File: src/hdl/mvna_ram.sv
// Generic simple dual-port RAM: one write port, one read port, registered read.
// Standalone, no package dependency.
`default_nettype none

module mvna_ram #(
    parameter int WIDTH = 8,
    parameter int DEPTH = 16,
    localparam int AW = (DEPTH > 1) ? $clog2(DEPTH) : 1
) (
    input  wire logic             clk,
    input  wire logic             we,
    input  wire logic [AW-1:0]    waddr,
    input  wire logic [WIDTH-1:0] wdata,
    input  wire logic [AW-1:0]    raddr,
    output logic      [WIDTH-1:0] rdata
);

    logic [WIDTH-1:0] mem [DEPTH];

    always_ff @(posedge clk)
    begin
        if (we)
        begin
            mem[waddr] <= wdata;
        end
        rdata <= mem[raddr];
    end

endmodule

`default_nettype wire
File: config.mk
export PLATFORM = sky130hd
export DESIGN_NAME = mvna_ram
export DESIGN_NICKNAME = d
export VERILOG_FILES = /design/src/hdl/mvna_ram.sv
export SDC_FILE = /design/constraint.sdc
export NUM_CORES = 1
export LEC_CHECK = 0
export BUFFER_PORTS_ARGS = -buffer_cell sky130_fd_sc_hd__buf_2
export CORE_MARGIN = 2
export CORE_UTILIZATION = 35
export CTS_CLUSTER_DIAMETER = 100
export DETAILED_ROUTE_END_ITERATION = 10
export GPL_ROUTABILITY_DRIVEN = 0
export GPL_TIMING_DRIVEN = 0
export RECOVER_POWER = 50
export SLEW_MARGIN = 20
export SYNTH_ARGS = -nofsm -noshare
export SYNTH_HDL_FRONTEND = slang
export SYNTH_SLANG_ARGS = --single-unit
File: constraint.sdc
create_clock -name clk -period 2 [get_ports clk]
set_clock_uncertainty 0.15 [all_clocks]
set_input_delay 0.1 -clock clk [delete_from_list [all_inputs] [get_ports clk]]
set_output_delay 0.1 -clock clk [all_outputs]
set_load 0.01 [all_outputs]
Word level (Yosys, flattened, before mapping)
Memory sizes are Yosys's and may differ from the RTL's. A register that Yosys moved wholly into a read port is not among the register bits.
Index checks and enable logic that the tools add are counted.
Widths: inputs -> output; s select.
- output and inout bits: 8
- bits of input ports: 18
- register bits after elaboration: 0
- memories kept: 1
- memory bits (writable): 128
- mux-type cells: 2
- memories (name ; words ; width ; rd ports ; clocked after memory_dff ; write ports ; RTL line ; text):
    mem ; 16 ; 8 ; 1 ; 1 ; 1 ; 18 ; logic [WIDTH-1:0] mem [DEPTH];
- operators with widths (cell ; number):
    $mux 1 ; 2

Logic depth before layout (Yosys ltp)
- depth after elaboration: 2
- depth in mapped cells: 5
- mapped depth without buffers: 3

Least setup slack after synthesis
OpenSTA, ideal clock, no wires.
- path kind: in2reg
- start: input port waddr[2]
- end: memory mem[0][0], enable pin
- path slack: 0.257 ns
- required time: 1.467 ns
- arrival time: 1.210 ns
- stages on the path: 2
- library setup time: 0.383 ns
- path buffers: 0
- cells stage by stage: or3b_2 > nor3_1
- RTL lines (what ; RTL line ; text):
    start, declared ; 12 ; input wire logic [AW-1:0] waddr,
    end, declared ; 18 ;
No word-level cell before the write port.

==> reports/summary.log <==
qor: critical_path.crit_path_end_kind flip-flop
qor: synth.fraction_of_post_synthesis_cell_area_in_the_top_cell_type_by_area 74.67%
qor: synth.count_of_distinct_cell_types_in_the_synthesized_netlist 19
qor: floorplan.rows 44
qor: sta.finalSetupViolations 0
qor: synth.top_cell_type_by_total_area_after_synthesis edfxtp_1
qor: synth.adder_and_majority_gate_portion_of_the_synthesized_area 0%
qor: route.drt-vias-per-instance 5.053
qor: synth.mappedNetlistArea 5147 um2
qor: layout.layout-drive-gt1-share 23.63%
qor: synth.syn_avg_cell_area 22.48 um2
qor: sta.final_min_period_over_clock_period 81.05%
qor: synth.synth-xor-area-share 0%
qor: min_path.hp-start waddr[0]
qor: min_path.timing.hold.worst.class in2reg
qor: critical_path.critical_path_peak_fanout 1
qor: synth.synth_warnings 0
qor: floorplan.die_area 15690 um2
qor: clock_tree.post_cts_setup_repair_bufs 0
qor: sta.fmax 616.9 MHz
qor: layout.final_net_count 298
qor: sta.timing.final.ws_setup 0.3789 ns
qor: sta.finalMaxSlewViolations 0
qor: global_route.grt_remaining_overflow 0
qor: critical_path.setup.reg_to_reg.worst_slack 0.38 ns
qor: synth.synth-compound-area-share 2.333%
qor: floorplan.num_io_pins 26
qor: flow_run.max_cap_viol_count 0
qor: floorplan.floorplan.initialDensity 35.69%
qor: min_path.hold_depth 2
qor: critical_path.crit_path_top_delay_cell mux4_1
qor: clock_tree.cts_max_level 4
qor: layout.insertedDiodeCount 0
qor: power.power_density 1068 nW/um2
qor: route.wl_per_cell 21.45 um
qor: global_route.grt_use_total 13.88%
qor: synth.post_synth_main_area_contributors edfxtp_1 (75%), mux4_2 (7.9%), mux4_1 (7.1%)
qor: route.dr.first_iter.drc_count 295
qor: power.power_leakage 2.004 nW
qor: critical_path.setup.worst_path.class reg2reg
qor: global_route.grt_start_max_net_pins 17
qor: global_route.grt_pass1_wl 15220 um
qor: power.max-vdd-ir-drop 0.5784 mV
qor: sta.min_period 1.621 ns
qor: synth.muxShareOfSynthArea 15.02%
qor: synth.yosys_register_bits 136
qor: clock_tree.cts_made_buffers 17
qor: synth.number_of_instances_in_the_synthesized_netlist 229
qor: critical_path.worstPathRequired 2.14 ns
qor: critical_path.startpoint_type flip-flop
qor: critical_path.critical-path-top-delay-family multiplexers
qor: critical_path.worst_path_largest_cell_delay 0.55 ns
qor: sta.timing_worst_slew_pin_value 0.8805 ns
qor: sta.hold_viol_final 0
qor: synth.main_combinational_cell_family_by_area_after_synthesis multiplexers
qor: critical_path.arrival 1.76 ns
qor: clock_tree.cts.sink_count 136
qor: floorplan.dieWidth 125.3 um
qor: synth.synth-seq-area-share 77.78%
qor: route.drc_errors 0
qor: clock_tree.clock_input_transition_at_the_sequential_cells_of_the_worst_setup_and_hold_paths 0.06 ns
qor: clock_tree.cts_tree yes
qor: critical_path.r2r_end rdata[2]
qor: critical_path.regToRegStartpoint mem[1][2]
qor: layout.area_growth 19.71%
qor: synth.synth_nets 247
qor: layout.fill_cells 1255
qor: clock_tree.clkLatencyLatePin 0.41 ns
qor: route.drt_first_pass_iters 4
qor: placement.detailed_place_hpwl 6533 um
qor: critical_path.worstPathCellList mux4_1 -> a22oi_1 -> nand2_1
qor: route.vias 2405
qor: clock_tree.cts.root.buffer_cell clkbuf_16
qor: floorplan.coreArea 14420 um2
qor: critical_path.critical_path.n_buffers_inverters 0
qor: critical_path.r2r_cells 3
qor: placement.buffer_ports.inserted 24
qor: synth.synth_simple_gate_area_share 3.184%
qor: run_status.status finished clean
qor: floorplan.floorplan.die.height 125.3 um
qor: critical_path.worstSetupStartpoint mem[1][2]
qor: sta.worst_case_headroom_to_the_max_slew_limit 41.08%
qor: sta.finalHoldWorstSlack 0.08914 ns
qor: sta.unrepaired_setup_endpoints_after_global_routing false
qor: route.drt_wl_total 10210 um
qor: global_route.first_global_vias 2522
qor: clock_tree.ctsLongestPathBuffers 2
qor: global_route.antenna_found_initial 0
qor: min_path.holdPathEnd mem[8][6]
qor: placement.place_ws 0.009770 ns
qor: route.drtAntennaViolNets 0
==> per-stage QoR <==
step | power [mW] | setup TNS [ns] | util [%] | std cells | cell area, um2
5_1_grt | 6.790 | 0 | 42.72 | 476 | 6162
3_3_place_gp | 3.569 | -4.250 | 38.12 | 437 | 5498
3_5_place_dp | 3.583 | 0 | 38.25 | 437 | 5518
4_1_cts | 6.636 | 0 | 42.86 | 476 | 6182
2_1_floorplan | 3.430 | 0 | - | 229 | 5147
6_report | 6.580 | 0 | 42.72 | 476 | 6162
==> sequential cells by signal, indices dropped and copies added (netlist names) <==
register / count
mem: 128
rdata: 8
==> placed cells by master, fill, tap and decap left out, types with 3 or more instances in the layout <==
cell and n:
clkinvlp_4 4, clkbuf_1 16, mux4_2 18, mux4_1 14
a22oi_1 16, nor2_1 13, buf_2 11, bufinv_16 3
edfxtp_1 128, nor3_2 4, buf_6 3, dlygate4sd3_1 8
clkbuf_16 17, clkdlybuf4s25_2 3, clkinv_1 3, dfxtp_1 8
nand2_1 9
==> final cells by class <==
class                      count  area [um2]  area share [%]
buffer                        10       86.33           1.401
clock buffer                  17       425.4           6.904
clock inverter                14       158.9           2.579
multi-input combinational     83        1077           17.48
sequential                   136        4004           64.97
tap                          184       230.2           3.736
timing repair buffer          32       180.2           2.924
==> power by group <==
part           internal (mW)  total [mW]  leakage, nW  switching (mW)
Combinational          0.129       0.319        0.507           0.190
Clock                   1.93        3.06        0.273            1.12
Sequential              3.19        3.20         1.22          0.0157
Total                   5.25        6.58         2.00            1.33
==> cell families after synthesis <==
logic type	Yosys count
AO/OA/AOI/OAI	16
multiplexers	32
AND/OR/NAND/NOR	35
buffers and inverters	10
flip-flops	136
==> worst reg2reg max path, stage by stage (launching register included) <==
cell and delay, ns:
edfxtp_1 0.34, mux4_1 0.55, a22oi_1 0.33, nand2_1 0.13
==> synth_stat cells (all sizes together) <==
master and count:
nand2b 2, a22oi 16, and2 1, or3b 1, edfxtp 128, nand3b 2
nor2b 1, nand2 9, clkdlybuf4s25 3, nor3 4, buf 7, dfxtp 8
nand3 1, mux4 32, nor2 13, and2b 1
==> worst max path at each step <==
| stage | end | cells after the start |
|---|---|---|
| global placement | mem[0][2] | 3 |
| detailed placement | mem[3][2] | 3 |
| finish | rdata[2] | 3 |
| global route | rdata[1] | 3 |
| floorplan | mem[0][0] | 2 |
| CTS | rdata[1] | 3 |
==> layer usage <==
layer | GRT usage [%] | wire length, um | vias to the layer above
met5 | 0 | 0 | -
met4 | 4.379 | 158 | 0
met3 | 5.220 | 1029 | 14
met2 | 21.61 | 5033 | 104
met1 | 18.22 | 3988 | 1215
li1 | - | - | 1072
==> timing repair <==
action / 4_1_cts / 5_1_grt
endpoints found under the setup margin: 0 / 0
hold endpoints to repair: 128 / 0
resized for setup: 0 / 0
hold buffers: 8 / 0
Power figures use the tool's default switching activity.
